==> src/rtl/tgad_pkg.sv <==
// Shared types and constants of the TGA stream decoder.
package tgad_pkg;

  // Default depth of the token queue between parser and run builder
  localparam int unsigned TGAD_FIFO_DEPTH = 4;

  // Result kinds
  localparam logic KIND_PIXEL = 1'b0;
  localparam logic KIND_ERROR = 1'b1;

  // Header error codes, in priority order
  localparam logic [1:0] ERR_NONE      = 2'd0;
  localparam logic [1:0] ERR_ZERO_SIZE = 2'd1;
  localparam logic [1:0] ERR_BAD_DEPTH = 2'd2;
  localparam logic [1:0] ERR_BAD_TYPE  = 2'd3;

  // Largest run a packet can describe
  localparam logic [7:0] MAX_RUN = 8'd128;

  // Token commands passed from parser to run builder
  typedef enum logic [1:0] {
    TOK_START = 2'd0,
    TOK_PIXEL = 2'd1,
    TOK_ERROR = 2'd2
  } tok_cmd_t;

  typedef struct packed {
    tok_cmd_t    cmd;
    logic [31:0] word;
    logic        is_run;
    logic [7:0]  pkt_left;
    logic [15:0] width;
    logic [15:0] height;
    logic [1:0]  err;
  } tok_t;

endpackage

==> src/rtl/tgad_front.sv <==
// Byte parser: header, ID skip, packet headers and pixel assembly into tokens.
module tgad_front (
  input  logic           clk,
  input  logic           rst_n,
  input  logic           byte_take,
  input  logic [7:0]     file_byte,
  input  logic           first_byte,
  output logic           tok_push,
  output tgad_pkg::tok_t tok
);
  import tgad_pkg::*;

  typedef enum logic [4:0] {
    PH_IDLE   = 5'b00001,
    PH_HEADER = 5'b00010,
    PH_IDSKIP = 5'b00100,
    PH_PKTHDR = 5'b01000,
    PH_PIXEL  = 5'b10000
  } phase_t;

  localparam logic [4:0] HDR_ID_LEN   = 5'd0;
  localparam logic [4:0] HDR_TYPE     = 5'd2;
  localparam logic [4:0] HDR_WIDTH_L  = 5'd12;
  localparam logic [4:0] HDR_WIDTH_H  = 5'd13;
  localparam logic [4:0] HDR_HEIGHT_L = 5'd14;
  localparam logic [4:0] HDR_HEIGHT_H = 5'd15;
  localparam logic [4:0] HDR_DEPTH    = 5'd16;
  localparam logic [4:0] HDR_LAST     = 5'd17;

  localparam logic [7:0] TYPE_RAW = 8'd2;
  localparam logic [7:0] TYPE_RLE = 8'd10;

  localparam logic [4:0] DEPTH_GRAY = 5'd1;
  localparam logic [4:0] DEPTH_RGB  = 5'd3;
  localparam logic [4:0] DEPTH_RGBA = 5'd4;

  phase_t      phase_r, phase_nxt, phase_eff;
  logic [4:0]  hdr_idx_r, hdr_idx_nxt, hdr_idx_eff;
  logic [7:0]  id_skip_r, id_skip_nxt;
  logic [15:0] width_r, width_nxt;
  logic [15:0] height_r, height_nxt;
  logic [4:0]  depth_r, depth_nxt;
  logic        rle_r, rle_nxt;
  logic        type_ok_r, type_ok_nxt;
  logic [7:0]  pkt_left_r, pkt_left_nxt;
  logic        pkt_run_r, pkt_run_nxt;
  logic [31:0] asm_r, asm_nxt, asm_ins;
  logic [1:0]  bip_r, bip_nxt;
  logic [1:0]  err;
  logic        depth_ok;
  phase_t      data_phase;

  always_comb begin
    // A first-byte mark restarts the parse at header byte zero
    phase_eff   = first_byte ? PH_HEADER : phase_r;
    hdr_idx_eff = first_byte ? HDR_ID_LEN : hdr_idx_r;
    data_phase  = rle_r ? PH_PKTHDR : PH_PIXEL;

    depth_ok = depth_r inside {DEPTH_GRAY, DEPTH_RGB, DEPTH_RGBA};
    if (width_r == 16'd0 || height_r == 16'd0) begin
      err = ERR_ZERO_SIZE;
    end else if (!depth_ok) begin
      err = ERR_BAD_DEPTH;
    end else if (!type_ok_r) begin
      err = ERR_BAD_TYPE;
    end else begin
      err = ERR_NONE;
    end

    // Insert the byte into its lane, or replicate a gray sample
    asm_ins = asm_r;
    asm_ins[{bip_r, 3'b000} +: 8] = file_byte;
    if (depth_r == DEPTH_GRAY) begin
      asm_ins = {4{file_byte}};
    end

    phase_nxt    = phase_r;
    hdr_idx_nxt  = hdr_idx_r;
    id_skip_nxt  = id_skip_r;
    width_nxt    = width_r;
    height_nxt   = height_r;
    depth_nxt    = depth_r;
    rle_nxt      = rle_r;
    type_ok_nxt  = type_ok_r;
    pkt_left_nxt = pkt_left_r;
    pkt_run_nxt  = pkt_run_r;
    asm_nxt      = asm_r;
    bip_nxt      = bip_r;

    tok_push     = 1'b0;
    tok.cmd      = TOK_PIXEL;
    tok.word     = asm_ins;
    tok.is_run   = rle_r && pkt_run_r;
    tok.pkt_left = pkt_left_r;
    tok.width    = width_r;
    tok.height   = height_r;
    tok.err      = err;

    if (byte_take && first_byte) begin
      type_ok_nxt = 1'b0;
      rle_nxt     = 1'b0;
    end

    if (byte_take) begin
      case (phase_eff)
        PH_HEADER: begin
          case (hdr_idx_eff)
            HDR_ID_LEN:   id_skip_nxt = file_byte;
            HDR_TYPE: begin
              rle_nxt     = (file_byte == TYPE_RLE);
              type_ok_nxt = (file_byte == TYPE_RAW) || (file_byte == TYPE_RLE);
            end
            HDR_WIDTH_L:  width_nxt[7:0]   = file_byte;
            HDR_WIDTH_H:  width_nxt[15:8]  = file_byte;
            HDR_HEIGHT_L: height_nxt[7:0]  = file_byte;
            HDR_HEIGHT_H: height_nxt[15:8] = file_byte;
            HDR_DEPTH:    depth_nxt        = file_byte[7:3];
            default: ;
          endcase
          if (hdr_idx_eff != HDR_LAST) begin
            hdr_idx_nxt = hdr_idx_eff + 5'd1;
            phase_nxt   = PH_HEADER;
          end else begin
            // Check the header, then hand the image size to the run builder
            tok_push = 1'b1;
            hdr_idx_nxt = hdr_idx_eff;
            if (err != ERR_NONE) begin
              tok.cmd   = TOK_ERROR;
              phase_nxt = PH_IDLE;
            end else begin
              tok.cmd      = TOK_START;
              asm_nxt      = '1;
              bip_nxt      = 2'd0;
              pkt_left_nxt = 8'd0;
              pkt_run_nxt  = 1'b0;
              phase_nxt    = (id_skip_r != 8'd0) ? PH_IDSKIP : data_phase;
            end
          end
        end
        PH_IDSKIP: begin
          id_skip_nxt = id_skip_r - 8'd1;
          if (id_skip_nxt == 8'd0) begin
            phase_nxt = data_phase;
          end
        end
        PH_PKTHDR: begin
          // Both packet kinds carry count minus one in the low seven bits
          pkt_run_nxt  = file_byte[7];
          pkt_left_nxt = {1'b0, file_byte[6:0]} + 8'd1;
          bip_nxt      = 2'd0;
          phase_nxt    = PH_PIXEL;
        end
        PH_PIXEL: begin
          asm_nxt = asm_ins;
          if (({3'b000, bip_r} + 5'd1) < depth_r) begin
            bip_nxt = bip_r + 2'd1;
          end else begin
            bip_nxt  = 2'd0;
            tok_push = 1'b1;
            if (rle_r) begin
              pkt_left_nxt = pkt_run_r ? 8'd0 : pkt_left_r - 8'd1;
              if (pkt_left_nxt == 8'd0) begin
                phase_nxt = PH_PKTHDR;
              end
            end
          end
        end
        default: ;
      endcase
    end
  end

  // Advance parser control state
  always_ff @(posedge clk) begin
    if (!rst_n) begin
      phase_r     <= PH_IDLE;
      hdr_idx_r   <= 5'd0;
      id_skip_r   <= 8'd0;
      depth_r     <= 5'd0;
      rle_r       <= 1'b0;
      type_ok_r   <= 1'b0;
      pkt_left_r  <= 8'd0;
      pkt_run_r   <= 1'b0;
      bip_r       <= 2'd0;
    end else begin
      phase_r     <= phase_nxt;
      hdr_idx_r   <= hdr_idx_nxt;
      id_skip_r   <= id_skip_nxt;
      depth_r     <= depth_nxt;
      rle_r       <= rle_nxt;
      type_ok_r   <= type_ok_nxt;
      pkt_left_r  <= pkt_left_nxt;
      pkt_run_r   <= pkt_run_nxt;
      bip_r       <= bip_nxt;
    end
  end

  // Hold header sizes and the pixel assembly
  always_ff @(posedge clk) begin
    width_r  <= width_nxt;
    height_r <= height_nxt;
    asm_r    <= asm_nxt;
  end

endmodule

==> src/rtl/tgad_fifo.sv <==
// Token queue between the byte parser and the run builder.
module tgad_fifo #(
  parameter int unsigned DEPTH = tgad_pkg::TGAD_FIFO_DEPTH
) (
  input  logic           clk,
  input  logic           rst_n,
  input  logic           push,
  input  tgad_pkg::tok_t push_tok,
  output logic           full,
  input  logic           pop,
  output logic           head_valid,
  output tgad_pkg::tok_t head_tok
);
  import tgad_pkg::*;

  localparam int unsigned PW = (DEPTH > 1) ? $clog2(DEPTH) : 1;
  localparam int unsigned CW = $clog2(DEPTH + 1);
  localparam logic [PW-1:0] PTR_LAST = PW'(DEPTH - 1);
  localparam logic [CW-1:0] CNT_FULL = CW'(DEPTH);

  tok_t          mem_r [DEPTH];
  logic [PW-1:0] wr_ptr_r, wr_ptr_nxt;
  logic [PW-1:0] rd_ptr_r, rd_ptr_nxt;
  logic [CW-1:0] count_r, count_nxt;

  assign full       = (count_r == CNT_FULL);
  assign head_valid = (count_r != '0);
  assign head_tok   = mem_r[rd_ptr_r];

  // Advance pointers with wrap at the queue depth
  always_comb begin
    wr_ptr_nxt = wr_ptr_r;
    rd_ptr_nxt = rd_ptr_r;
    count_nxt  = count_r;
    if (push) begin
      wr_ptr_nxt = (wr_ptr_r == PTR_LAST) ? '0 : wr_ptr_r + PW'(1);
    end
    if (pop) begin
      rd_ptr_nxt = (rd_ptr_r == PTR_LAST) ? '0 : rd_ptr_r + PW'(1);
    end
    case ({push, pop})
      2'b10:   count_nxt = count_r + CW'(1);
      2'b01:   count_nxt = count_r - CW'(1);
      default: count_nxt = count_r;
    endcase
  end

  always_ff @(posedge clk) begin
    if (!rst_n) begin
      wr_ptr_r <= '0;
      rd_ptr_r <= '0;
      count_r  <= '0;
    end else begin
      wr_ptr_r <= wr_ptr_nxt;
      rd_ptr_r <= rd_ptr_nxt;
      count_r  <= count_nxt;
    end
  end

  // Store the incoming token
  always_ff @(posedge clk) begin
    if (push) begin
      mem_r[wr_ptr_r] <= push_tok;
    end
  end

`ifndef SYNTHESIS
  a_no_overflow: assert property (@(posedge clk) disable iff (!rst_n)
    push && !pop |-> !full)
    else $error("token queue written while full");
  a_no_underflow: assert property (@(posedge clk) disable iff (!rst_n)
    pop |-> head_valid)
    else $error("token queue read while empty");
  a_count_bound: assert property (@(posedge clk) disable iff (!rst_n)
    count_r <= CNT_FULL)
    else $error("token queue count out of range");
`endif

endmodule

==> src/rtl/tgad_back.sv <==
// Run builder: pixel count, run clamping and the registered result word.
module tgad_back (
  input  logic           clk,
  input  logic           rst_n,
  input  logic           head_valid,
  input  tgad_pkg::tok_t head_tok,
  output logic           pop,
  output logic           out_valid,
  input  logic           out_stall,
  output logic           out_kind,
  output logic [31:0]    out_pixel_word,
  output logic [7:0]     out_repeat_count,
  output logic           out_last_run,
  output logic [1:0]     out_error_code,
  output logic [15:0]    out_image_width,
  output logic [15:0]    out_image_height
);
  import tgad_pkg::*;

  logic [31:0] left_r, left_nxt, left_sub;
  logic [15:0] width_r, width_nxt;
  logic [15:0] height_r, height_nxt;
  logic        out_valid_r, out_valid_nxt;
  logic        out_load;
  logic        out_kind_r, out_kind_nxt;
  logic [31:0] out_word_r, out_word_nxt;
  logic [7:0]  out_count_r, out_count_nxt;
  logic        out_last_r, out_last_nxt;
  logic [1:0]  out_err_r, out_err_nxt;
  logic [15:0] out_w_r, out_w_nxt;
  logic [15:0] out_h_r, out_h_nxt;
  logic [7:0]  count;

  // Take a token whenever the output register is free
  assign pop = head_valid && (!out_valid_r || !out_stall);

  always_comb begin
    // Clamp a run to the pixels left in the image
    if (head_tok.is_run) begin
      count = (left_r < {24'd0, head_tok.pkt_left}) ? left_r[7:0] : head_tok.pkt_left;
    end else begin
      count = 8'd1;
    end
    if (count == 8'd0) begin
      count = 8'd1;
    end
    left_sub = left_r - {24'd0, count};

    left_nxt      = left_r;
    width_nxt     = width_r;
    height_nxt    = height_r;
    out_valid_nxt = out_valid_r && out_stall;
    out_load      = 1'b0;
    out_kind_nxt  = KIND_PIXEL;
    out_word_nxt  = head_tok.word;
    out_count_nxt = count;
    out_last_nxt  = (left_sub == 32'd0);
    out_err_nxt   = ERR_NONE;
    out_w_nxt     = width_r;
    out_h_nxt     = height_r;

    if (pop) begin
      case (head_tok.cmd)
        TOK_START: begin
          left_nxt   = {16'd0, head_tok.width} * {16'd0, head_tok.height};
          width_nxt  = head_tok.width;
          height_nxt = head_tok.height;
        end
        TOK_PIXEL: begin
          // Drop pixels that arrive after the image is complete
          if (left_r != 32'd0) begin
            left_nxt      = left_sub;
            out_valid_nxt = 1'b1;
            out_load      = 1'b1;
          end
        end
        TOK_ERROR: begin
          left_nxt      = 32'd0;
          width_nxt     = head_tok.width;
          height_nxt    = head_tok.height;
          out_valid_nxt = 1'b1;
          out_load      = 1'b1;
          out_kind_nxt  = KIND_ERROR;
          out_word_nxt  = 32'd0;
          out_count_nxt = 8'd0;
          out_last_nxt  = 1'b0;
          out_err_nxt   = head_tok.err;
          out_w_nxt     = head_tok.width;
          out_h_nxt     = head_tok.height;
        end
        default: ;
      endcase
    end
  end

  always_ff @(posedge clk) begin
    if (!rst_n) begin
      left_r      <= 32'd0;
      out_valid_r <= 1'b0;
    end else begin
      left_r      <= left_nxt;
      out_valid_r <= out_valid_nxt;
    end
  end

  // Hold image size and the result payload
  always_ff @(posedge clk) begin
    width_r  <= width_nxt;
    height_r <= height_nxt;
    if (out_load) begin
      out_kind_r  <= out_kind_nxt;
      out_word_r  <= out_word_nxt;
      out_count_r <= out_count_nxt;
      out_last_r  <= out_last_nxt;
      out_err_r   <= out_err_nxt;
      out_w_r     <= out_w_nxt;
      out_h_r     <= out_h_nxt;
    end
  end

  assign out_valid        = out_valid_r;
  assign out_kind         = out_kind_r;
  assign out_pixel_word   = out_word_r;
  assign out_repeat_count = out_count_r;
  assign out_last_run     = out_last_r;
  assign out_error_code   = out_err_r;
  assign out_image_width  = out_w_r;
  assign out_image_height = out_h_r;

`ifndef SYNTHESIS
  a_error_emitted: assert property (@(posedge clk) disable iff (!rst_n)
    pop && head_tok.cmd == TOK_ERROR |=> out_valid_r && out_kind_r == KIND_ERROR)
    else $error("header error token produced no error word");
  a_run_range: assert property (@(posedge clk) disable iff (!rst_n)
    out_valid_r && out_kind_r == KIND_PIXEL |->
      out_repeat_count != 8'd0 && out_repeat_count <= MAX_RUN)
    else $error("pixel word with repeat count out of range");
  a_last_ends_image: assert property (@(posedge clk) disable iff (!rst_n)
    out_valid_r && out_last_r |-> left_r == 32'd0)
    else $error("last run flagged while pixels remain");
`endif

endmodule

==> src/rtl/tga_image_stream_decoder_top.sv <==
// Top level of the TGA stream decoder: parser, token queue and run builder.
// Takes one file byte per cycle while in_stall is low and gives at most one result word per byte.
// A byte flagged first_byte restarts the parse as header byte zero. The
// 18-byte header and the ID field give no word, except a single error word
// on a bad header, after which bytes are ignored until the next mark. Each
// pixel (raw file or raw packet) or run packet then gives one word with
// its repeat count; runs are clamped to the pixels left and the final word
// carries last_run. Throughput is one byte per cycle while in_stall is low;
// a result passes the token queue, then the output register, after the byte
// that completes it. in_stall rises only when the FIFO_DEPTH-entry token
// queue is full, which happens only while out_stall holds results back.
module tga_image_stream_decoder_top #(
  parameter int unsigned FIFO_DEPTH = tgad_pkg::TGAD_FIFO_DEPTH
) (
  input  logic        clk,
  input  logic        rst_n,
  input  logic        in_valid,
  output logic        in_stall,
  input  logic [7:0]  in_file_byte,
  input  logic        in_first_byte,
  output logic        out_valid,
  input  logic        out_stall,
  output logic        out_kind,
  output logic [31:0] out_pixel_word,
  output logic [7:0]  out_repeat_count,
  output logic        out_last_run,
  output logic [1:0]  out_error_code,
  output logic [15:0] out_image_width,
  output logic [15:0] out_image_height
);
  import tgad_pkg::*;

  logic byte_take;
  logic tok_push;
  tok_t push_tok;
  logic q_full;
  logic q_pop;
  logic q_valid;
  tok_t head_tok;

  // Take a byte when the queue has room
  assign in_stall  = q_full;
  assign byte_take = in_valid && !q_full;

  tgad_front u_front (
    .clk        (clk),
    .rst_n      (rst_n),
    .byte_take  (byte_take),
    .file_byte  (in_file_byte),
    .first_byte (in_first_byte),
    .tok_push   (tok_push),
    .tok        (push_tok)
  );

  tgad_fifo #(
    .DEPTH (FIFO_DEPTH)
  ) u_fifo (
    .clk        (clk),
    .rst_n      (rst_n),
    .push       (tok_push),
    .push_tok   (push_tok),
    .full       (q_full),
    .pop        (q_pop),
    .head_valid (q_valid),
    .head_tok   (head_tok)
  );

  tgad_back u_back (
    .clk              (clk),
    .rst_n            (rst_n),
    .head_valid       (q_valid),
    .head_tok         (head_tok),
    .pop              (q_pop),
    .out_valid        (out_valid),
    .out_stall        (out_stall),
    .out_kind         (out_kind),
    .out_pixel_word   (out_pixel_word),
    .out_repeat_count (out_repeat_count),
    .out_last_run     (out_last_run),
    .out_error_code   (out_error_code),
    .out_image_width  (out_image_width),
    .out_image_height (out_image_height)
  );

endmodule

==> config.mk <==
export PLATFORM = sky130hd
export DESIGN_NAME = tga_image_stream_decoder_top
export DESIGN_NICKNAME = d
export VERILOG_FILES = /design/src/rtl/tgad_pkg.sv /design/src/rtl/tgad_front.sv /design/src/rtl/tgad_fifo.sv /design/src/rtl/tgad_back.sv /design/src/rtl/tga_image_stream_decoder_top.sv
export SDC_FILE = /design/constraint.sdc
export NUM_CORES = 1
export LEC_CHECK = 0
export ABC_AREA = 1
export BUFFER_PORTS_ARGS = -buffer_cell sky130_fd_sc_hd__buf_2
export CORE_MARGIN = 3
export CORE_UTILIZATION = 29
export CTS_CLUSTER_SIZE = 30
export DETAILED_ROUTE_END_ITERATION = 6
export SLEW_MARGIN = 40
export SYNTH_ARGS = -nofsm -noshare
export SYNTH_HDL_FRONTEND = slang
export SYNTH_SLANG_ARGS = --single-unit
==> constraint.sdc <==
create_clock -name clk -period 8.5 [get_ports clk]
set_clock_uncertainty 0.1 [all_clocks]
set_input_delay 1.7 -clock clk [delete_from_list [all_inputs] [get_ports clk]]
set_output_delay 1.7 -clock clk [all_outputs]
set_load 0.02 [all_outputs]
Word level (Yosys, flattened, before mapping). Memory sizes are Yosys's and may differ from the RTL's. A register that Yosys moved wholly into a read port is not among the register bits. Index checks and enable logic that the tools add are counted.

Memories kept: 1. Output and inout bits: 78. Word-level logic and storage cells: 204. Register bits after elaboration: 248. Bits of input ports: 13. Bits in writable memories: 308.

Memories: u_fifo.mem_r (depth 4, bits a word 77, read ports 1, clocked after memory_dff 1, wr ports 1, line tgad_fifo.sv:21) `tok_t mem_r [DEPTH];`.

Eq/ne operators: 31. Reductions and logical operators: 47. $add $sub $neg: 12. Mux-type cells: 80. Shifts and indexed selects: 2. Multipliers: 1. $lt $le $gt $ge: 2.

Operators by type and width (count): 2-to-1 mux 32 bit (6); one-hot mux 32 bit (3 select lines) (1); 2-to-1 mux 8 bit (11); 2-to-1 mux 16 bit (4); one-hot mux 32 bit (2 select lines) (1); 2-to-1 mux 5 bit (11); bitwise mux 32 bit (1); zero test 16 bit (2); zero test 32 bit (1); less-than comparator 32 x 8 -> 1 bit (1); multiplier 16 x 16 -> 32 bit (1); nonzero test 32 bit (1); variable shift 8 x 7 -> 32 bit (first input constant) (1); variable part select 8 x 7 -> 32 bit (1); subtractor 32 x 8 -> 32 bit (1); 2-to-1 mux 2 bit (14); == test 5 x 4 -> 1 bit (second input constant) (5); zero test 8 bit (3); one-hot mux 8 bit (3 select lines) (1); 2-to-1 mux 1 bit (22); AND reduction 3 bit (7); one-hot mux 5 bit (4 select lines) (1); one-hot mux 8 bit (2 select lines) (1); subtractor 8 x 1 -> 8 bit (second input constant) (2); other kinds (36) (75).

Longest topological paths before layout. Gate-level depths: netlist of run 1.

Word-level depth: 9. Depth in mapped cells: 35. Mapped depth without buffers: 33.

Modules after synthesis. A second synthesis of run 1 with hierarchy kept.

Cells, all modules: 3614. Area, all modules: 33722.3 um^2.

By module, submodules not included: tgad_back (times used 1, area an instance 16143.0 um^2, cells each 2076, seq. area each 3903.7 um^2); tgad_fifo (times used 1, area an instance 11875.1 um^2, cells each 805, seq. area each 9429.0 um^2); tgad_front (times used 1, area an instance 5694.2 um^2, cells each 731, seq. area each 2642.5 um^2); tga_image_stream_decoder_top (times used 1, area an instance 10.0 um^2, cells each 2, seq. area each 0.0 um^2).

Least setup slack after synthesis of run 1. Ideal clock, no wire load.

Path type: register to register. Start: register (tool-made name). End: register u_back.left_r[27]. Stages on the path, launching flop included: 28. Clock period less this slack: 6.352 ns. Buffers on the path: 3. Library setup time: 0.115 ns. Arrival time: 6.137 ns. Required time: 8.285 ns. Setup slack: 2.148 ns. Path through: dfxtp_1 > inv_2 > buf_2 > buf_1 > nand2_1 > a32oi_2 > buf_2 > nand2_1 > fa_1 > inv_1 > fa_1 > inv_1 > fa_1 > inv_1 > fa_1 > inv_1 > fa_1 > inv_1 > fa_1 > ha_1 > a21oi_1 > a21boi_0 > o21bai_1 > a21oi_1 > o21ai_0 > xor2_1 > a21oi_1 > nor2_1.

RTL lines: to (signal assigned) (line tgad_back.sv:101) `left_r <= left_nxt;`; to (decl) (line tgad_back.sv:20) `logic [31:0] left_r, left_nxt, left_sub;`.

==> flow_summary.toml, run 1 <==
[setup_path]
timing.critical_path.arrival_ns = 8.02
timing.critical_path.to_type = "flip-flop"
path_cells = "buf_4 -> nand2_1 -> a32oi_2 -> nand2_1 -> fa_1 -> inv_1 -> fa_1 -> inv_1 -> fa_1 -> inv_1 -> fa_1 -> inv_1 -> fa_1 -> inv_1 -> fa_1 -> ha_1 -> a21oi_1 -> a21boi_0 -> nand3_1 -> nand3_1 -> o21ai_0 -> a21oi_1 -> o21ai_0 -> a21oi_1"
worst-r2r-setup-slack_ns = 0.93
crit_path_max_incr_delay_ns = 0.70
standard_cell_with_the_maximum_stage_delay_on_the_critical_path = "sky130_fd_sc_hd__dfxtp_4"
regToRegEndpoint = "u_back.left_r[31]"
required_ns = 8.95
cp_max_fo = 58
reg2reg_depth = 24
largest_delay_contributor_family_on_the_critical_path = "adder cells"
cp_common_cell = "sky130_fd_sc_hd__fa_1"
criticalPathCategory = "reg -> reg"
critical_path.startpoint_type = "flip-flop"
critical_path_depth = 24
worstPathBufferInverterCount = 6

[synth]
syn-mean-instance-area_um2 = 9.952
post_synth_inst_count = 3280
ys_ff_latch = 558
synth.cell_area_um2 = 32640
ys_types = 61
synth-edff-count = 480
ys_warn_count = 0
synth_fp_nets = 3635
synth_ff_type = "sky130_fd_sc_hd__edfxtp_1"
synthArstFlopShare_pct = 0
ys_seq_area_share_pct = 48.94

[global_routing]
grt_pass1_vias = 23640
overflow = 0
grt-busiest-layer = "met2"
grt_use_met1_pct = 19.60
grt_antenna_before_repair = 2
grt_pass1_wl_um = 138200
global_route.usage.met2_pct = 26.12
grt_util_met3_pct = 2.193
maximum_number_of_pins_on_one_net_before_global_route_repair = 66
grt.total_usage_pct = 15.14

[min_path]
whs_endpoint = "u_front.phase_r[1]"
worstHoldPathCells = 2
worst_hold_path_type = "reg -> reg"
hp-start = "u_front.phase_r[1]"

[placed_design]
half_perimeter_wire_length_of_the_detailed_placement_result_um = 62120
gp_congestion = 0.9181
port-buffer-count = 90

[route]
routedWlPerCell_um = 18.01
vias = 23360
wirelength_um = 88510
drc = 0
drt_first_iter_violations = 1613
avgViaCountPerCell = 4.754
final_antenna_net_count = 0
drtPass1Iterations = 5

[timing]
max-slew-margin-rel_pct = 46.52
timing_max_transition_violations_final = 0
setup_repair_after_global_routing_missed_its_margin = "no"
max_freq_ghz = 0.1321
setup-tns-final_ns = 0
timing.final.hold_violations = 0
slew_of_the_pin_with_the_lowest_slew_margin_ns = 0.8021
layout_worst_path_cycle_share_pct = 89.08
period_minus_slack_ns = 7.571
setup_viol_count_final = 0

[clocking]
cts.clk_slew.worst_paths_ns = 0.06
cts_htree_levels = 3
cts_root_buf = "sky130_fd_sc_hd__clkbuf_16"
insertion_delay_to_the_later_sink_of_the_worst_skew_pair_ns = 0.64
tritoncts_num_sinks = 558
cts_inserted_buffers = 66
post_cts.resized_instances = 0
cts_buffer_depth = 3
tritoncts = "done"
post_cts_hold_buffer_count = 0
post_cts.repair.setup_buffers = 0

[final_layout]
area_delta_synth_final_pct = 14.10
multi_input_area_um2 = 14310
mostFrequentLayoutCells = "618 x sky130_fd_sc_hd__nand2_1, 480 x sky130_fd_sc_hd__edfxtp_1, 477 x sky130_fd_sc_hd__inv_1, 346 x sky130_fd_sc_hd__nor2_1, 196 x sky130_fd_sc_hd__fa_1"
drive_gt1_share_pct = 9.579
most_common_library_cell_in_the_layout_ignoring_fill_and_taps = "sky130_fd_sc_hd__nand2_1"
final_nets = 3729
count_of_fill_cells_added_during_filler_insertion = 11400
seqCellArea_um2 = 15980

[run]
maxCapViolations = 0

[floorplanning]
die_height_um = 341.5
start_util_pct = 29.38
core_area_um2 = 111100
die_width_um = 341.5
die_area_um2 = 116600
pin_count = 91
placement_rows = 122

[run_status]
run_status = "finished, final reports clean"
tightest hold or removal path, cell delays in order, from the launching register on:
cell,delay [ns]
sky130_fd_sc_hd__dfxtp_1,0.31
sky130_fd_sc_hd__nand2_1,0.06
sky130_fd_sc_hd__a21oi_1,0.05
layout make-up:
cell class / instances / share of cell area, %
diodes: 2 / 0.01344
clock buffers: 79 / 4.676
clock inverters: 39 / 1.434
inverters: 496 / 5.019
multi-input cells: 2103 / 38.43
flip-flops and latches: 558 / 42.90
well taps: 1488 / 4.999
repair buffers: 149 / 2.526
synth_stat cells (15+ instances only):
library cell | number | share of area, %
sky130_fd_sc_hd__a32oi_1 | 29 | 0.78
sky130_fd_sc_hd__xnor2_1 | 16 | 0.43
sky130_fd_sc_hd__fa_1 | 196 | 12
sky130_fd_sc_hd__clkbuf_1 | 56 | 0.64
sky130_fd_sc_hd__nand3_1 | 96 | 1.5
sky130_fd_sc_hd__buf_2 | 50 | 0.77
sky130_fd_sc_hd__ha_1 | 146 | 5.6
sky130_fd_sc_hd__o22ai_1 | 50 | 0.96
sky130_fd_sc_hd__edfxtp_1 | 480 | 44
sky130_fd_sc_hd__nor2_1 | 351 | 4.0
sky130_fd_sc_hd__nand4_1 | 15 | 0.29
sky130_fd_sc_hd__o211ai_1 | 17 | 0.39
sky130_fd_sc_hd__nor3_1 | 19 | 0.29
sky130_fd_sc_hd__a211oi_1 | 17 | 0.39
sky130_fd_sc_hd__o21ai_0 | 188 | 2.9
sky130_fd_sc_hd__nand2_1 | 618 | 7.1
sky130_fd_sc_hd__o21ai_1 | 30 | 0.46
sky130_fd_sc_hd__inv_1 | 479 | 5.5
sky130_fd_sc_hd__a21oi_1 | 180 | 2.8
sky130_fd_sc_hd__xor2_1 | 31 | 0.83
sky130_fd_sc_hd__dfxtp_1 | 78 | 4.8
state kept, by name (all words and copies together), names as in the netlist, 5 cells and up, named ones only:
register	count
u_back.height_r	16
u_back.left_r	32
u_back.out_image_height	16
u_back.out_image_width	16
u_back.out_pixel_word	32
u_back.out_repeat_count	8
u_back.width_r	16
u_fifo.mem_r	308
u_front.asm_r	32
u_front.depth_r	5
u_front.hdr_idx_r	5
u_front.height_r	16
u_front.id_skip_r	8
u_front.phase_r	5
u_front.pkt_left_r	8
u_front.width_r	16
per-layer routing:
layer	routed length [um]	share of wire, %
met5	0	0
met1	38280	43
met2	43190	49
met4	2594	2.9
met3	4442	5.0
cell families (layout without fill, tap and decap cells):
group | after synthesis | after routing | synth area share [%]
adders and majority gates | 342 | 342 | 17.62
other | 0 | 2 | 0
AOI/OAI and AO/OA | 566 | 566 | 10.26
xor gates and xnor gates | 47 | 47 | 1.261
DFF | 558 | 558 | 48.94
buffers and inverters | 619 | 763 | 7.478
and+or+nand+nor | 1148 | 1148 | 14.45
per-stage QoR:
stage / std cells / hold slack (ns) / worst slack [ns] / cell area (um2) / util (%)
after floorplan: 3280 / 0.3411 / 2.148 / 32640 / -
after global placement: 4790 / 0.3543 / 1.014 / 34890 / 31.40
after detailed placement: 4793 / 0.3605 / 0.9388 / 34950 / 31.45
after CTS: 4911 / 0.3693 / 0.9224 / 37230 / 33.50
after global routing: 4912 / 0.3868 / 0.4554 / 37240 / 33.51
final: 4914 / 0.3660 / 0.9286 / 37250 / 33.52
how the worst max path moves through the flow:
stage | start | to | slack, ns
final | flip-flop | u_back.left_r[31] | 0.93
after floorplan | flip-flop | u_back.left_r[27] | 2.15
after global placement | flip-flop | u_back.left_r[31] | 1.01
after global routing | flip-flop | u_back.left_r[31] | 0.46
after CTS | flip-flop | u_back.left_r[31] | 0.92
after detailed placement | flip-flop | u_back.left_r[31] | 0.94
Power of run 1 is left out: the tool's default activity adds up to more than one toggle a clock period on the data nets, which glitch-free logic cannot reach.
==> run 2: changes to the inputs <==
Settings changed: PLACE_DENSITY from default to 0.44.
==> flow_summary.toml, run 2 (synthesis gave the netlist of run 1 again) <==
[global_routing]
grt.total_usage_pct = 16.50
grt_util_met3_pct = 2.243
overflow = 0
grt_pass1_vias = 23540
grt_use_met1_pct = 22.54
grt-busiest-layer = "met2"
grt_pass1_wl_um = 147300
global_route.usage.met2_pct = 27.26
maximum_number_of_pins_on_one_net_before_global_route_repair = 80
grt_antenna_before_repair = 2

[clocking]
cts_inserted_buffers = 68
post_cts.resized_instances = 0
insertion_delay_to_the_later_sink_of_the_worst_skew_pair_ns = 0.63
cts.clk_slew.worst_paths_ns = 0.06
post_cts.repair.setup_buffers = 0
tritoncts = "done"
post_cts_hold_buffer_count = 0
cts_buffer_depth = 3
tritoncts_num_sinks = 558
cts_htree_levels = 3
cts_root_buf = "sky130_fd_sc_hd__clkbuf_16"

[final_layout]
area_delta_synth_final_pct = 14.81
regMostFlops = "u_fifo.mem_r"
mostFrequentLayoutCells = "618 x sky130_fd_sc_hd__nand2_1, 480 x sky130_fd_sc_hd__edfxtp_1, 478 x sky130_fd_sc_hd__inv_1, 346 x sky130_fd_sc_hd__nor2_1, 196 x sky130_fd_sc_hd__fa_1"
post_layout_nonfiller_instances = 4922
postLayoutCoreUtil_pct = 33.73
flip_flop_count_of_the_largest_register_all_copies_and_words_added = 308
count_of_fill_cells_added_during_filler_insertion = 11570
most_common_library_cell_in_the_layout_ignoring_fill_and_taps = "sky130_fd_sc_hd__nand2_1"
drive_gt1_share_pct = 10.11
final_nets = 3733

[min_path]
worstHoldPathCells = 2
worst_hold_path_type = "reg -> reg"

[placed_design]
port-buffer-count = 90
gp_congestion = 0.8311
place_inst = 4795
half_perimeter_wire_length_of_the_detailed_placement_result_um = 66020

[setup_path]
critical_path.startpoint_type = "flip-flop"
timing.critical_path.arrival_ns = 7.94
required_ns = 8.89
critical_path_depth = 23
cp_common_cell = "sky130_fd_sc_hd__fa_1"
largest_delay_contributor_family_on_the_critical_path = "adder cells"
timing.critical_path.to_type = "flip-flop"
standard_cell_with_the_maximum_stage_delay_on_the_critical_path = "sky130_fd_sc_hd__dfxtp_4"
criticalPathCategory = "reg -> reg"
cp_max_fo = 49
path_cells = "buf_4 -> nand2_1 -> a32oi_2 -> nand2_1 -> fa_1 -> inv_1 -> fa_1 -> inv_1 -> fa_1 -> inv_1 -> fa_1 -> inv_1 -> fa_1 -> inv_1 -> fa_1 -> ha_1 -> a21oi_1 -> a21boi_0 -> o21ai_0 -> nand3_1 -> nand2_1 -> o21ai_0 -> a21oi_1"
crit_path_max_incr_delay_ns = 0.69
reg2reg_depth = 23
worstPathBufferInverterCount = 6

[timing]
timing_max_transition_violations_final = 0
max_freq_ghz = 0.1324
setup-tns-final_ns = 0
setup_viol_count_final = 0
max-slew-margin-rel_pct = 44.57
slew_of_the_pin_with_the_lowest_slew_margin_ns = 0.8314
layout_worst_path_cycle_share_pct = 88.86
setup_repair_after_global_routing_missed_its_margin = "no"
timing.final.hold_violations = 0
period_minus_slack_ns = 7.553

[floorplanning]
start_util_pct = 29.38
die_width_um = 341.5
placement_rows = 122
die_height_um = 341.5
core_area_um2 = 111100
pin_count = 91
die_area_um2 = 116600

[route]
drc = 0
routedWlPerCell_um = 19.41
final_antenna_net_count = 0
vias = 23210
drtPass1Iterations = 5
avgViaCountPerCell = 4.715
wirelength_um = 95510
drt_first_iter_violations = 1632

[run_status]
run_status = "finished, final reports clean"

[run]
maxCapViolations = 0
==> run 2: layout make-up <==
class                           count  area, um2  share of cell area [%]
Sequential cell                   558      15980                   42.64
Antenna cell                        2      5.005                 0.01335
Tap cell                         1488       1862                   4.967
Clock inverter                     46      626.9                   1.673
Inverter                          496       1872                   4.994
Clock buffer                       78       1769                   4.720
Multi-Input combinational cell   2103      14320                   38.20
Timing Repair Buffer              151       1049                   2.798
==> run 2: metal layers <==
metal	wire length, um	vias up
met2	44880	456
met5	13	-
met1	44150	11510
li1	-	11110
met4	2453	2
met3	4024	130
==> run 2: stage by stage <==
step,instance area (um2),hold WS (ns),setup slack [ns]
detailed placement,35060,0.3653,0.9014
floorplan,32640,0.3411,2.148
global placement,34910,0.3530,0.9684
CTS,37460,0.3742,0.8825
finish,37480,0.3676,0.9466
global route,37470,0.4004,0.4513
==> run 2: path summary, 6_finish.rpt <==
check	startpoint	end	slack (ns)
worst max-delay path	flip-flop	u_back.left_r[22]	0.95
worst min-delay path	u_front.phase_r[1]	u_front.phase_r[1]	0.37
worst max register to register	flip-flop	u_back.left_r[22]	0.95
worst min register to register	u_front.phase_r[1]	u_front.phase_r[1]	0.37
==> run 2: worst min-delay path, delay by kind of cell (launching register included) <==
| kind | cells | cell delay (ns) |
|---|---|---|
| flip-flops | 1 | 0.31 |
| AO/OA/AOI/OAI | 1 | 0.05 |
| AND/OR/NAND/NOR | 1 | 0.06 |
Power of run 2 is left out for the same reason.
==> run 3: changes to the inputs <==
Clock period 8.5 ns to 7.95 ns, I/O delays scaled along.
==> flow_summary.toml, run 3 (synthesis gave the netlist of run 1 again) <==
[placed_design]
port-buffer-count = 90
gp_congestion = 0.8332
half_perimeter_wire_length_of_the_detailed_placement_result_um = 65440
post_placement_cell_area_um2 = 35030

[floorplanning]
core_area_um2 = 111100
pin_count = 91
placement_rows = 122
die_height_um = 341.5
die_width_um = 341.5
die_area_um2 = 116600
start_util_pct = 29.38

[setup_path]
crit_end = "u_back.left_r[30]"
regToRegEndpoint = "u_back.left_r[30]"
standard_cell_with_the_maximum_stage_delay_on_the_critical_path = "sky130_fd_sc_hd__a32oi_2"
crit_path_max_incr_delay_ns = 0.66
worst-r2r-setup-slack_ns = 0.85
criticalPathCategory = "reg -> reg"
cp_common_cell = "sky130_fd_sc_hd__inv_1"
reg2reg_depth = 28
critical_path.startpoint_type = "flip-flop"
timing.critical_path.to_type = "flip-flop"
cp_max_fo = 60
required_ns = 8.36
timing.critical_path.arrival_ns = 7.51

[timing]
slew_of_the_pin_with_the_lowest_slew_margin_ns = 0.8132
setup_repair_after_global_routing_missed_its_margin = "no"
hold-worst-slack_ns = 0.3688
period_minus_slack_ns = 7.098
timing_max_transition_violations_final = 0
setup_viol_count_final = 0
timing.final.hold_violations = 0
max_freq_ghz = 0.1409
max-slew-margin-rel_pct = 45.79
layout_worst_path_cycle_share_pct = 89.28
setup-tns-final_ns = 0

[min_path]
worst_hold_path_type = "reg -> reg"

[route]
avgViaCountPerCell = 4.673
wirelength_um = 94890
vias = 23050
final_antenna_net_count = 0
drc = 0
drtPass1Iterations = 5
routedWlPerCell_um = 19.24
drt_first_iter_violations = 1419

[global_routing]
grt_pass1_vias = 23560
grt_pass1_wl_um = 146600
grt.total_usage_pct = 16.34
overflow = 0
grt_antenna_before_repair = 4
maximum_number_of_pins_on_one_net_before_global_route_repair = 69

[clocking]
post_cts.repair.setup_buffers = 0
cts_root_buf = "sky130_fd_sc_hd__clkbuf_16"
post_cts.resized_instances = 0
cts_htree_levels = 3
cts.clk_slew.worst_paths_ns = 0.06
tritoncts = "done"
cts_inserted_buffers = 68
post_cts_hold_buffer_count = 0
cts_buffer_depth = 3
tritoncts_num_sinks = 558
insertion_delay_to_the_later_sink_of_the_worst_skew_pair_ns = 0.64

[final_layout]
count_of_fill_cells_added_during_filler_insertion = 11590
finalInstanceArea_um2 = 37300
mostFrequentLayoutCells = "618 x sky130_fd_sc_hd__nand2_1, 480 x sky130_fd_sc_hd__edfxtp_1, 478 x sky130_fd_sc_hd__inv_1, 345 x sky130_fd_sc_hd__nor2_1, 196 x sky130_fd_sc_hd__fa_1"
regMostFlops = "u_fifo.mem_r"
area_delta_synth_final_pct = 14.28
multi_input_area_um2 = 14310
final_nets = 3743
drive_gt1_share_pct = 10.05
seqCellArea_um2 = 15980
flip_flop_count_of_the_largest_register_all_copies_and_words_added = 308
most_common_library_cell_in_the_layout_ignoring_fill_and_taps = "sky130_fd_sc_hd__nand2_1"

[run]
maxCapViolations = 0

[run_status]
run_status = "finished, final reports clean"
## run 3: changes by cell type in the layout (fill, tap and decap cells not counted), moves of 4 or more
| cell | previous run | this run |
|---|---|---|
| sky130_fd_sc_hd__buf_4 | 49 | 68 |
| sky130_fd_sc_hd__clkbuf_1 | 7 | 13 |
| sky130_fd_sc_hd__clkinv_1 | 7 | 13 |
| sky130_fd_sc_hd__clkinv_2 | 16 | 11 |
| sky130_fd_sc_hd__clkinv_4 | 0 | 4 |
## run 3: worst max-delay path: cells and delay by family, from the launching register on
family / cells / cell delay (ns)
buffers and inverters: 9 / 1.28
adder cells (fa/ha/maj): 7 / 2.79
AND/OR/NAND/NOR: 6 / 0.89
flip-flops: 1 / 0.36
AO/OA/AOI/OAI: 6 / 1.52
## run 3: through the flow
step	std cells	setup WS, ns	util [%]
floorplan	3280	1.598	-
global placement	4805	0.8796	31.49
detailed placement	4806	0.8225	31.52
CTS	4931	0.8022	33.57
global route	4931	0.3538	33.57
finish	4932	0.8523	33.57
## run 3: cell type report
class                   count  area share, %
inverters                 496          5.011
clock buffers              84          4.833
flip-flops and latches    558          42.84
multi-input cells        2103          38.35
clock inverters            41          1.261
well taps                1488          4.991
diodes                      1       0.006708
repair buffers            161          2.713
## run 3: worst min-delay path by stage
stage	endpoint	depth (start not counted)	startpoint
floorplan	u_front.phase_r[1]	2	u_front.phase_r[1]
global placement	u_front.hdr_idx_r[2]	2	u_front.hdr_idx_r[2]
detailed placement	u_front.hdr_idx_r[2]	2	u_front.hdr_idx_r[2]
CTS	u_front.hdr_idx_r[2]	2	u_front.hdr_idx_r[2]
global route	u_front.hdr_idx_r[2]	2	u_front.hdr_idx_r[2]
finish	u_front.hdr_idx_r[2]	2	u_front.hdr_idx_r[2]
## run 3: per-layer routing
metal | global-route usage [%] | wire, um | vias up
met5 | 0 | 25 | -
met4 | 4.528 | 2040 | 4
met3 | 2.321 | 3768 | 119
met2 | 27.63 | 45650 | 434
met1 | 21.84 | 43400 | 11360
li1 | - | - | 11130
Power of run 3 is left out for the same reason.
